<file path="src/rtl/core/pse_pkg.sv">
// Shared types and constants of the performance-state energy estimator.
// Item structs, table entry layout, codes and field widths.
// No dependencies.
package pse_pkg;

  localparam int FREQ_W     = 22;
  localparam int COST_W     = 32;
  localparam int UTIL_W     = 11;
  localparam int TOTAL_W    = 16;
  localparam int CAP_W      = 11;
  localparam int COUNT_W    = 5;
  localparam int INDEX_W    = 4;
  localparam int ENERGY_W   = 48;
  localparam int WANT_W     = FREQ_W + CAP_W;
  localparam int APB_AW     = 4;
  localparam int APB_DW     = 32;
  localparam int REG_SEL_W  = 2;

  localparam int MAX_STATES_DEF = 16;

  localparam logic [CAP_W-1:0]   CAP_RST   = CAP_W'(1024);
  localparam logic [COUNT_W-1:0] COUNT_RST = COUNT_W'(1);

  // item operations
  localparam logic OP_LOAD     = 1'b0;
  localparam logic OP_ESTIMATE = 1'b1;

  // register select (word address)
  localparam logic [REG_SEL_W-1:0] REG_CPU_CAPACITY = 2'd0;
  localparam logic [REG_SEL_W-1:0] REG_STATE_COUNT  = 2'd1;
  localparam logic [REG_SEL_W-1:0] REG_SKIP_INEFF   = 2'd2;

  typedef struct packed {
    logic                 op;
    logic [INDEX_W-1:0]   entry_index;
    logic [FREQ_W-1:0]    entry_frequency;
    logic [COST_W-1:0]    entry_cost;
    logic                 entry_inefficient;
    logic [UTIL_W-1:0]    peak_util;
    logic [TOTAL_W-1:0]   total_util;
    logic [UTIL_W-1:0]    allowed_capacity;
  } in_item_t;

  typedef struct packed {
    logic [ENERGY_W-1:0]  energy;
    logic [INDEX_W-1:0]   chosen_state;
  } out_item_t;

  typedef struct packed {
    logic                 inefficient;
    logic [COST_W-1:0]    cost;
    logic [FREQ_W-1:0]    frequency;
  } entry_t;

  localparam int ENTRY_W = $bits(entry_t);

  typedef struct packed {
    logic busy;
    logic done;
  } div_stat_t;

endpackage

</file>
<file path="src/rtl/core/pse_ram.sv">
// Generic single-write, single-read RAM with registered read data.
// No dependencies.
module pse_ram #(
  parameter int WIDTH = 8,
  parameter int DEPTH = 16,
  parameter int AW    = (DEPTH > 1) ? $clog2(DEPTH) : 1
) (
  input  logic             clk,
  input  logic             we,
  input  logic [AW-1:0]    waddr,
  input  logic [WIDTH-1:0] wdata,
  input  logic [AW-1:0]    raddr,
  output logic [WIDTH-1:0] rdata
);

  logic [WIDTH-1:0] mem_r [DEPTH];
  logic [WIDTH-1:0] rdata_r;

  always_ff @(posedge clk) begin
    if (we) begin
      mem_r[waddr] <= wdata;
    end
    rdata_r <= mem_r[raddr];
  end

  assign rdata = rdata_r;

endmodule

</file>
<file path="src/rtl/core/pse_div.sv">
// Radix-2 restoring divider, one quotient bit per cycle.
// Depends on pse_pkg for the status struct.
module pse_div #(
  parameter int DVD_W = 48,
  parameter int DVS_W = 11
) (
  input  logic                clk,
  input  logic                rst_n,
  input  logic                start,
  input  logic [DVD_W-1:0]    dividend,
  input  logic [DVS_W-1:0]    divisor,
  output logic [DVD_W-1:0]    quotient,
  output pse_pkg::div_stat_t  stat
);
  import pse_pkg::*;

  localparam int CNT_W = (DVD_W > 1) ? $clog2(DVD_W) : 1;

  logic             busy_r, busy_nxt;
  logic             done_r, done_nxt;
  logic [CNT_W-1:0] cnt_r, cnt_nxt;
  logic [DVD_W-1:0] quo_r, quo_nxt;
  logic [DVS_W-1:0] rem_r, rem_nxt;
  logic [DVS_W:0]   trial;
  logic [DVS_W:0]   diff;
  logic             ge;

  assign trial = {rem_r, quo_r[DVD_W-1]};
  assign ge    = trial >= {1'b0, divisor};
  assign diff  = trial - {1'b0, divisor};

  always_comb begin
    busy_nxt = busy_r;
    done_nxt = 1'b0;
    cnt_nxt  = cnt_r;
    quo_nxt  = quo_r;
    rem_nxt  = rem_r;
    if (start) begin
      busy_nxt = 1'b1;
      cnt_nxt  = '0;
      quo_nxt  = dividend;
      rem_nxt  = '0;
    end else if (busy_r) begin
      quo_nxt = {quo_r[DVD_W-2:0], ge};
      rem_nxt = ge ? diff[DVS_W-1:0] : trial[DVS_W-1:0];
      cnt_nxt = cnt_r + CNT_W'(1);
      if (cnt_r == CNT_W'(DVD_W - 1)) begin
        busy_nxt = 1'b0;
        done_nxt = 1'b1;
      end
    end
  end

  always_ff @(posedge clk) begin
    if (!rst_n) begin
      busy_r <= 1'b0;
      done_r <= 1'b0;
      cnt_r  <= '0;
    end else begin
      busy_r <= busy_nxt;
      done_r <= done_nxt;
      cnt_r  <= cnt_nxt;
    end
  end

  always_ff @(posedge clk) begin
    quo_r <= quo_nxt;
    rem_r <= rem_nxt;
  end

  assign quotient  = quo_r;
  assign stat.busy = busy_r;
  assign stat.done = done_r;

endmodule

</file>
<file path="src/rtl/core/perf_state_energy_estimator_unit.sv">
// Top level of the performance-state energy estimator.
// Depends on pse_pkg, pse_ram (state table) and pse_div (shared divider).
//
// The block keeps a table of performance states (frequency, cost, inefficient
// mark) in one synchronous RAM. A load transfer writes one entry in the cycle
// it is accepted and yields no result; the block is ready again on the next
// cycle. An estimate transfer with zero total utilization yields energy 0 and
// state 0 without a table walk. Any other estimate reads the top state,
// forms frequency * clamped utilization, divides it by the capacity, walks the
// table from state 0 (per entry a RAM read, then a compare), multiplies
// the chosen cost by the total utilization and divides again. Both divisions
// go through one bit-serial divider of 48 steps, and the result goes to the
// output register once the second division is done and the register is free.
// One item is in flight at a time; the result sits in the output register,
// so the next item can be taken while the result waits.
// Configuration (APB, registers at 0x0 capacity, 0x4 state count, 0x8 skip
// inefficient) must only be written while the block is idle. Table entries
// that were never loaded read as unknown data.
module perf_state_energy_estimator_unit #(
  parameter int MAX_STATES = pse_pkg::MAX_STATES_DEF
) (
  input  logic                                clk,
  input  logic                                rst_n,
  input  logic                                in_valid,
  output logic                                in_ready,
  input  pse_pkg::in_item_t                   in_data,
  output logic                                out_valid,
  input  logic                                out_ready,
  output pse_pkg::out_item_t                  out_data,
  input  logic                                psel,
  input  logic                                penable,
  input  logic                                pwrite,
  input  logic [pse_pkg::APB_AW-1:0]          paddr,
  input  logic [pse_pkg::APB_DW-1:0]          pwdata,
  output logic [pse_pkg::APB_DW-1:0]          prdata,
  output logic                                pready
);
  import pse_pkg::*;

  localparam int SIDX_W = (MAX_STATES > 1) ? $clog2(MAX_STATES) : 1;
  localparam int NW     = ($clog2(MAX_STATES + 1) > COUNT_W) ? $clog2(MAX_STATES + 1)
                                                            : COUNT_W;

  // sequencer codes
  localparam logic [3:0] S_IDLE   = 4'd0;
  localparam logic [3:0] S_TOP    = 4'd1;  // top state data back from RAM
  localparam logic [3:0] S_FSTART = 4'd2;  // launch frequency divide
  localparam logic [3:0] S_FWAIT  = 4'd3;
  localparam logic [3:0] S_RD     = 4'd4;  // table walk: issue read
  localparam logic [3:0] S_CMP    = 4'd5;  // table walk: compare
  localparam logic [3:0] S_ESTART = 4'd6;  // launch energy divide
  localparam logic [3:0] S_EWAIT  = 4'd7;
  localparam logic [3:0] S_OUT    = 4'd8;  // hand result to output register

  // ---------------------------------------------------------------------
  // Configuration registers
  // ---------------------------------------------------------------------
  logic [CAP_W-1:0]   cap_r;
  logic [COUNT_W-1:0] count_r;
  logic               skip_r;
  logic               cfg_wr;

  assign pready = 1'b1;
  assign cfg_wr = psel & penable & pwrite;

  always_ff @(posedge clk) begin
    if (!rst_n) begin
      cap_r   <= CAP_RST;
      count_r <= COUNT_RST;
      skip_r  <= 1'b0;
    end else if (cfg_wr) begin
      unique case (paddr[3:2])
        REG_CPU_CAPACITY: cap_r   <= pwdata[CAP_W-1:0];
        REG_STATE_COUNT:  count_r <= pwdata[COUNT_W-1:0];
        REG_SKIP_INEFF:   skip_r  <= pwdata[0];
        default: ;
      endcase
    end
  end

  always_comb begin
    unique case (paddr[3:2])
      REG_CPU_CAPACITY: prdata = APB_DW'(cap_r);
      REG_STATE_COUNT:  prdata = APB_DW'(count_r);
      REG_SKIP_INEFF:   prdata = APB_DW'(skip_r);
      default:          prdata = '0;
    endcase
  end

  // Effective capacity (zero acts as one) and state count (clamped 1..MAX).
  logic [CAP_W-1:0]  eff_cap;
  logic [NW-1:0]     cnt_ext;
  logic [NW-1:0]     eff_n;
  logic [NW-1:0]     last_n;
  logic [SIDX_W-1:0] last_idx;

  assign eff_cap = (cap_r == '0) ? CAP_W'(1) : cap_r;
  assign cnt_ext = NW'(count_r);

  always_comb begin
    if (cnt_ext == '0) begin
      eff_n = NW'(1);
    end else if (cnt_ext > NW'(MAX_STATES)) begin
      eff_n = NW'(MAX_STATES);
    end else begin
      eff_n = cnt_ext;
    end
  end

  assign last_n   = eff_n - NW'(1);
  assign last_idx = last_n[SIDX_W-1:0];

  // ---------------------------------------------------------------------
  // Handshake, load decode, utilization clamp
  // ---------------------------------------------------------------------
  logic [3:0] state_r, state_nxt;
  logic       in_xfer;
  logic       idx_ok;
  logic       tbl_we;
  logic [SIDX_W+INDEX_W-1:0] widx_ext;
  logic [SIDX_W-1:0]         tbl_waddr;
  entry_t                    tbl_wdata;

  assign in_ready = (state_r == S_IDLE);
  assign in_xfer  = in_valid & in_ready;

  assign idx_ok    = (32'(in_data.entry_index) < 32'(MAX_STATES));
  assign tbl_we    = in_xfer & (in_data.op == OP_LOAD) & idx_ok;
  assign widx_ext  = {SIDX_W'(0), in_data.entry_index};
  assign tbl_waddr = widx_ext[SIDX_W-1:0];

  assign tbl_wdata.inefficient = in_data.entry_inefficient;
  assign tbl_wdata.cost        = in_data.entry_cost;
  assign tbl_wdata.frequency   = in_data.entry_frequency;

  // peak + peak/4, clamped to the allowed capacity
  logic [UTIL_W:0]   util_raised;
  logic [UTIL_W-1:0] util_clamped;

  assign util_raised  = {1'b0, in_data.peak_util} + (UTIL_W + 1)'(in_data.peak_util >> 2);
  assign util_clamped = (util_raised > {1'b0, in_data.allowed_capacity})
                        ? in_data.allowed_capacity : util_raised[UTIL_W-1:0];

  // ---------------------------------------------------------------------
  // State table: one RAM word per performance state
  // ---------------------------------------------------------------------
  logic [SIDX_W-1:0]  scan_r, scan_nxt;
  logic [SIDX_W-1:0]  tbl_raddr;
  logic [ENTRY_W-1:0] tbl_rword;
  entry_t             rd_entry;

  // The top state is read while idle so its data is there on the cycle
  // after the estimate transfer; a load never shares that edge with an
  // estimate, so no forwarding is needed.
  assign tbl_raddr = (state_r == S_RD) ? scan_r : last_idx;

  pse_ram #(
    .WIDTH (ENTRY_W),
    .DEPTH (MAX_STATES),
    .AW    (SIDX_W)
  ) u_table (
    .clk   (clk),
    .we    (tbl_we),
    .waddr (tbl_waddr),
    .wdata (tbl_wdata),
    .raddr (tbl_raddr),
    .rdata (tbl_rword)
  );

  assign rd_entry = entry_t'(tbl_rword);

  // ---------------------------------------------------------------------
  // Datapath: one multiply per step, registered, then the shared divider
  // ---------------------------------------------------------------------
  logic [UTIL_W-1:0]   util_r, util_nxt;
  logic [TOTAL_W-1:0]  total_r, total_nxt;
  logic [ENERGY_W-1:0] prod_r, prod_nxt;
  logic [WANT_W-1:0]   want_r, want_nxt;
  logic [SIDX_W-1:0]   pick_r, pick_nxt;
  logic [ENERGY_W-1:0] energy_r, energy_nxt;
  logic [WANT_W-1:0]   f_mul;
  logic [ENERGY_W-1:0] e_mul;
  logic                hit;
  logic                last;

  assign f_mul = WANT_W'(rd_entry.frequency) * WANT_W'(util_r);
  assign e_mul = ENERGY_W'(rd_entry.cost) * ENERGY_W'(total_r);

  // first state fast enough, unless it is inefficient and skipping is on
  assign hit  = (WANT_W'(rd_entry.frequency) >= want_r) & ~(skip_r & rd_entry.inefficient);
  assign last = (scan_r == last_idx);

  logic                div_start;
  logic [ENERGY_W-1:0] div_quo;
  div_stat_t           div_stat;

  assign div_start = (state_r == S_FSTART) || (state_r == S_ESTART);

  pse_div #(
    .DVD_W (ENERGY_W),
    .DVS_W (CAP_W)
  ) u_div (
    .clk      (clk),
    .rst_n    (rst_n),
    .start    (div_start),
    .dividend (prod_r),
    .divisor  (eff_cap),
    .quotient (div_quo),
    .stat     (div_stat)
  );

  // ---------------------------------------------------------------------
  // Output register
  // ---------------------------------------------------------------------
  logic                 out_valid_r, out_valid_nxt;
  out_item_t            out_data_r;
  logic                 out_load;
  logic [SIDX_W+INDEX_W-1:0] pick_ext;

  assign out_load = (state_r == S_OUT) & (~out_valid_r | out_ready);
  assign pick_ext = {INDEX_W'(0), pick_r};

  always_comb begin
    out_valid_nxt = out_valid_r & ~out_ready;
    if (out_load) begin
      out_valid_nxt = 1'b1;
    end
  end

  // ---------------------------------------------------------------------
  // Sequencer
  // ---------------------------------------------------------------------
  always_comb begin
    state_nxt  = state_r;
    scan_nxt   = scan_r;
    util_nxt   = util_r;
    total_nxt  = total_r;
    prod_nxt   = prod_r;
    want_nxt   = want_r;
    pick_nxt   = pick_r;
    energy_nxt = energy_r;
    unique case (state_r)
      S_IDLE: begin
        if (in_xfer && (in_data.op == OP_ESTIMATE)) begin
          util_nxt  = util_clamped;
          total_nxt = in_data.total_util;
          if (in_data.total_util == '0) begin
            energy_nxt = '0;
            pick_nxt   = '0;
            state_nxt  = S_OUT;
          end else begin
            state_nxt = S_TOP;
          end
        end
      end
      S_TOP: begin
        prod_nxt  = ENERGY_W'(f_mul);
        state_nxt = S_FSTART;
      end
      S_FSTART: begin
        state_nxt = S_FWAIT;
      end
      S_FWAIT: begin
        if (div_stat.done) begin
          want_nxt  = div_quo[WANT_W-1:0];
          scan_nxt  = '0;
          state_nxt = S_RD;
        end
      end
      S_RD: begin
        state_nxt = S_CMP;
      end
      S_CMP: begin
        if (hit || last) begin
          pick_nxt  = scan_r;
          prod_nxt  = e_mul;
          state_nxt = S_ESTART;
        end else begin
          scan_nxt  = scan_r + SIDX_W'(1);
          state_nxt = S_RD;
        end
      end
      S_ESTART: begin
        state_nxt = S_EWAIT;
      end
      S_EWAIT: begin
        if (div_stat.done) begin
          energy_nxt = div_quo;
          state_nxt  = S_OUT;
        end
      end
      S_OUT: begin
        if (out_load) begin
          state_nxt = S_IDLE;
        end
      end
      default: begin
        state_nxt = S_IDLE;
      end
    endcase
  end

  always_ff @(posedge clk) begin
    if (!rst_n) begin
      state_r     <= S_IDLE;
      out_valid_r <= 1'b0;
    end else begin
      state_r     <= state_nxt;
      out_valid_r <= out_valid_nxt;
    end
  end

  always_ff @(posedge clk) begin
    scan_r   <= scan_nxt;
    util_r   <= util_nxt;
    total_r  <= total_nxt;
    prod_r   <= prod_nxt;
    want_r   <= want_nxt;
    pick_r   <= pick_nxt;
    energy_r <= energy_nxt;
    if (out_load) begin
      out_data_r.energy       <= energy_r;
      out_data_r.chosen_state <= pick_ext[INDEX_W-1:0];
    end
  end

  assign out_valid = out_valid_r;
  assign out_data  = out_data_r;

  // ---------------------------------------------------------------------
  // Assertions
  // ---------------------------------------------------------------------
  // divider is never relaunched while a division is running
  a_div_start_idle: assert property (@(posedge clk) disable iff (!rst_n)
    div_start |-> !div_stat.busy)
    else $error("divider started while busy");

  // a quotient only arrives while the sequencer waits for one
  a_div_done_wait: assert property (@(posedge clk) disable iff (!rst_n)
    div_stat.done |-> ((state_r == S_FWAIT) || (state_r == S_EWAIT)))
    else $error("divider result with no waiting step");

  // the table walk never runs past the last valid state
  a_scan_bound: assert property (@(posedge clk) disable iff (!rst_n)
    (state_r == S_CMP) |-> (scan_r <= last_idx))
    else $error("table walk beyond last state");

  // a result is handed over only when the output register can take it
  a_out_no_overwrite: assert property (@(posedge clk) disable iff (!rst_n)
    (out_valid_r && !out_ready) |=> (out_valid_r && $stable(out_data_r)))
    else $error("pending result overwritten");

endmodule

</file>
<file path="config.mk">
export PLATFORM = sky130hd
export DESIGN_NAME = perf_state_energy_estimator_unit
export DESIGN_NICKNAME = d
export VERILOG_FILES = /design/src/rtl/core/pse_pkg.sv /design/src/rtl/core/pse_ram.sv /design/src/rtl/core/pse_div.sv /design/src/rtl/core/perf_state_energy_estimator_unit.sv
export SDC_FILE = /design/constraint.sdc
export NUM_CORES = 2
export LEC_CHECK = 0
export ABC_AREA = 1
export BUFFER_PORTS_ARGS = -buffer_cell sky130_fd_sc_hd__buf_4
export CORE_MARGIN = 2
export CORE_UTILIZATION = 31
export CTS_CLUSTER_DIAMETER = 100
export DETAILED_ROUTE_END_ITERATION = 6
export HOLD_SLACK_MARGIN = 0.06
export MAX_ROUTING_LAYER = met4
export SETUP_SLACK_MARGIN = 0.02
export SYNTH_ARGS = -nofsm -noshare
export SYNTH_HDL_FRONTEND = slang
export SYNTH_SLANG_ARGS = --single-unit
</file>
<file path="constraint.sdc">
create_clock -name clk -period 8.9 [get_ports clk]
set_clock_uncertainty 0.1 [all_clocks]
set_input_delay 1.335 -clock clk [delete_from_list [all_inputs] [get_ports clk]]
set_output_delay 1.335 -clock clk [all_outputs]
set_load 0.005 [all_outputs]
</file>
==> flow_summary.ini <==
[global_route]
grt_max_degree = 268
grt_pass1_wl_um = 305000
overflow = 0
grt_pass1_vias = 51700
grt_antenna_before_repair = 22
grt_usage_pct = 16.6

[floorplanning]
die-width_um = 495
floorplan.die_area_um2 = 245000
die_y_um = 495
start_util_pct = 31.1
pin_count = 228
rows = 180
core-area_um2 = 240000

[sta]
tightestPinTransition_ns = 1.43
rsz0062_at_grt = false
setup_viol = 0
post-route-period-util_pct = 83.3
fmax_mhz = 135
slew_headroom_pct = 4.87
min_period_ns = 7.42
finalHoldViolCount = 0
setup_tns_ns = 0
maxSlewViolCount = 0
layout_setup_ws_ns = 1.48

[critical_path]
cp-end-kind = flop
r2r-start = total_r[1]
r2r_end = prod_r[22]
critPathLaunchType = flop
cp_data_required_time_ns = 9.33
rr_worst_depth = 18
cp_max_fo = 32
crit_type = flop to flop
crit_arrival_ns = 7.85
reg2reg_slack_ns = 1.48

[drt]
post-route-drc-count = 0
met3WireLength_um = 13900
final_antenna_net_count = 0
drt_iter0_markers = 4522
wl_per_cell_um = 18.7
routed_via_density = 4.84
route.met2.wl_um = 92400
routed.top_layer = met4
vias = 51300
drt_first_pass_iters = 6
drt_wl_total_um = 198000
drt-met1-wl_um = 87300

[status]
status = finished clean

[synth]
synth-edff-count = 1144
synthFlopType = edfxtp_1
syn-cell-area_um2 = 74700
seq_area_frac_synth_pct = 48.5
ys_ff_latch = 1240
synthCells = 7312
synth_area_per_cell_um2 = 10.2
netlist_top_cells_area = edfxtp_1 46%, fa_1 16%, inv_1 7.1%, nand2_1 6.2%, ha_1 4.1%
synth.largest_area_cell = edfxtp_1
yosysUniqueCellTypes = 54
synth_top_area_share_pct = 46.0
yosys_warnings = 0
async_reset_ff_share_pct = 0

[placement]
placed_cell_area_um2 = 78900
gp_congestion = 0.931
dp_slack_ns = 1.52
dp.final_hpwl_um = 130000
portBuffers = 182

[clock_tree]
path_clk_slew_ns = 0.06
clk_path_buf_depth = 3
post_cts_buffers = 0
cts_tree = done
ctsHoldBuffers = 0
numCtsBuffers = 133
ctsHtreeMaxLevel = 4
cts_resized = 0
cts_root_buf = clkbuf_16
cts.sinks = 1240
clkLatencyLatePin_ns = 0.79

[run]
maxCapViolations = 0

[min_path]
min_from = pick_r[0]
hold_path.class = flop to flop
whs_path_depth = 0
hold_end = out_data[0]

[finish]
fin_area_um2 = 83100
fillers = 23900
area_delta_synth_final_pct = 11.2
final_nets = 8280
drive_above_1_share_pct = 6.45
final_util_pct = 34.6
critical path, cell delays in order, from the launching register on:
cell	delay [ns]
edfxtp_1	1.30
nand2_1	0.20
fa_1	0.56
fa_1	0.58
fa_1	0.45
fa_1	0.55
inv_1	0.05
fa_1	0.51
fa_1	0.42
ha_1	0.36
inv_1	0.14
o21ai_0	0.13
a21boi_0	0.33
a21boi_0	0.67
o21ai_0	0.31
nand2_1	0.15
nand3b_1	0.10
nand3_1	0.15
nand2_1	0.08
cell families (layout without fill, tap and decap cells):
kind of cell / after synthesis / after routing / share of synthesized area, %
compound gates: 1566 / 1566 / 11.6
xor+xnor: 38 / 38 / 0.464
fa+ha+maj: 846 / 846 / 20.2
buf+inv: 1832 / 1895 / 9.70
flops: 1240 / 1240 / 48.5
mux: 1 / 1 / 0.0151
other cells: 2 / 43 / 0.0100
simple gates: 1787 / 1787 / 9.53
cells in the mapped netlist (25+ instances only):
cell      count
clkbuf_1    271
nor2_1      290
dfxtp_1      96
a21oi_1     609
nand3_1     183
edfxtp_1   1144
ha_1        247
buf_4        25
inv_1      1407
buf_2        87
o21ai_1     191
o21ai_0     443
fa_1        599
nor3_1       25
o211ai_1    236
nand2_1    1236
layer usage:
layer  up-vias  GRT usage [%]
met5         -              -
met4         0           4.49
met3       282           3.11
met2      1595           26.1
met1     25500           21.8
li1      23800              -
how the worst max path moves through the flow:
stage                      start    endpoint  slack (ns)  depth (start not counted)
2_1_floorplan  u_table.rdata[34]  prod_r[22]        3.11                         21
3_3_place_gp          total_r[1]  prod_r[22]        1.63                         19
3_5_place_dp          total_r[1]  prod_r[22]        1.52                         19
4_1_cts               total_r[1]  prod_r[22]        1.46                         18
5_1_grt               total_r[1]  prod_r[22]        1.17                         18
6_report              total_r[1]  prod_r[22]        1.48                         18
flip-flops by register name, summed over array words and instances (netlist names), 5 cells and up:
register and cells:
util_r 11, u_table.mem_r 880, u_div.quotient 48, total_r 16, energy_r 48, cap_r 11
prod_r 48, u_div.cnt_r 6, out_data 52, u_table.rdata 55, u_div.rem_r 11, cnt_ext 5
want_r 33
stage by stage:
| stage | cells | hold slack [ns] |
|---|---|---|
| 2_1_floorplan | 7332 | 0.300 |
| 3_3_place_gp | 10300 | 0.306 |
| 3_5_place_dp | 10300 | 0.305 |
| 4_1_cts | 10600 | 0.304 |
| 5_1_grt | 10600 | 0.310 |
| 6_report | 10600 | 0.305 |
final cells by class:
class / count / area [µm²] / area share (%)
antenna: 21 / 52.6 / 0.0632
clock buffer: 178 / 3590 / 4.32
clock inverter: 59 / 528 / 0.635
inverter: 1415 / 5310 / 6.39
multi-input combinational: 4260 / 31500 / 37.9
sequential: 1240 / 36300 / 43.6
tap: 3185 / 3990 / 4.79
timing repair buffer: 243 / 1870 / 2.26
cell usage in the layout, fill, tap and decap left out, types with 96 or more instances in the layout:
cell type,instances
clkbuf_16,134
o21ai_1,190
o21ai_0,442
inv_1,1404
o211ai_1,236
dfxtp_1,96
nor2_1,274
edfxtp_1,1144
fa_1,599
buf_4,239
nand2_1,1234
a21oi_1,608
ha_1,247
nand3_1,183
Power is not shown: default switching activity piles up to over one toggle a cycle in this logic, so the estimate is an artifact.
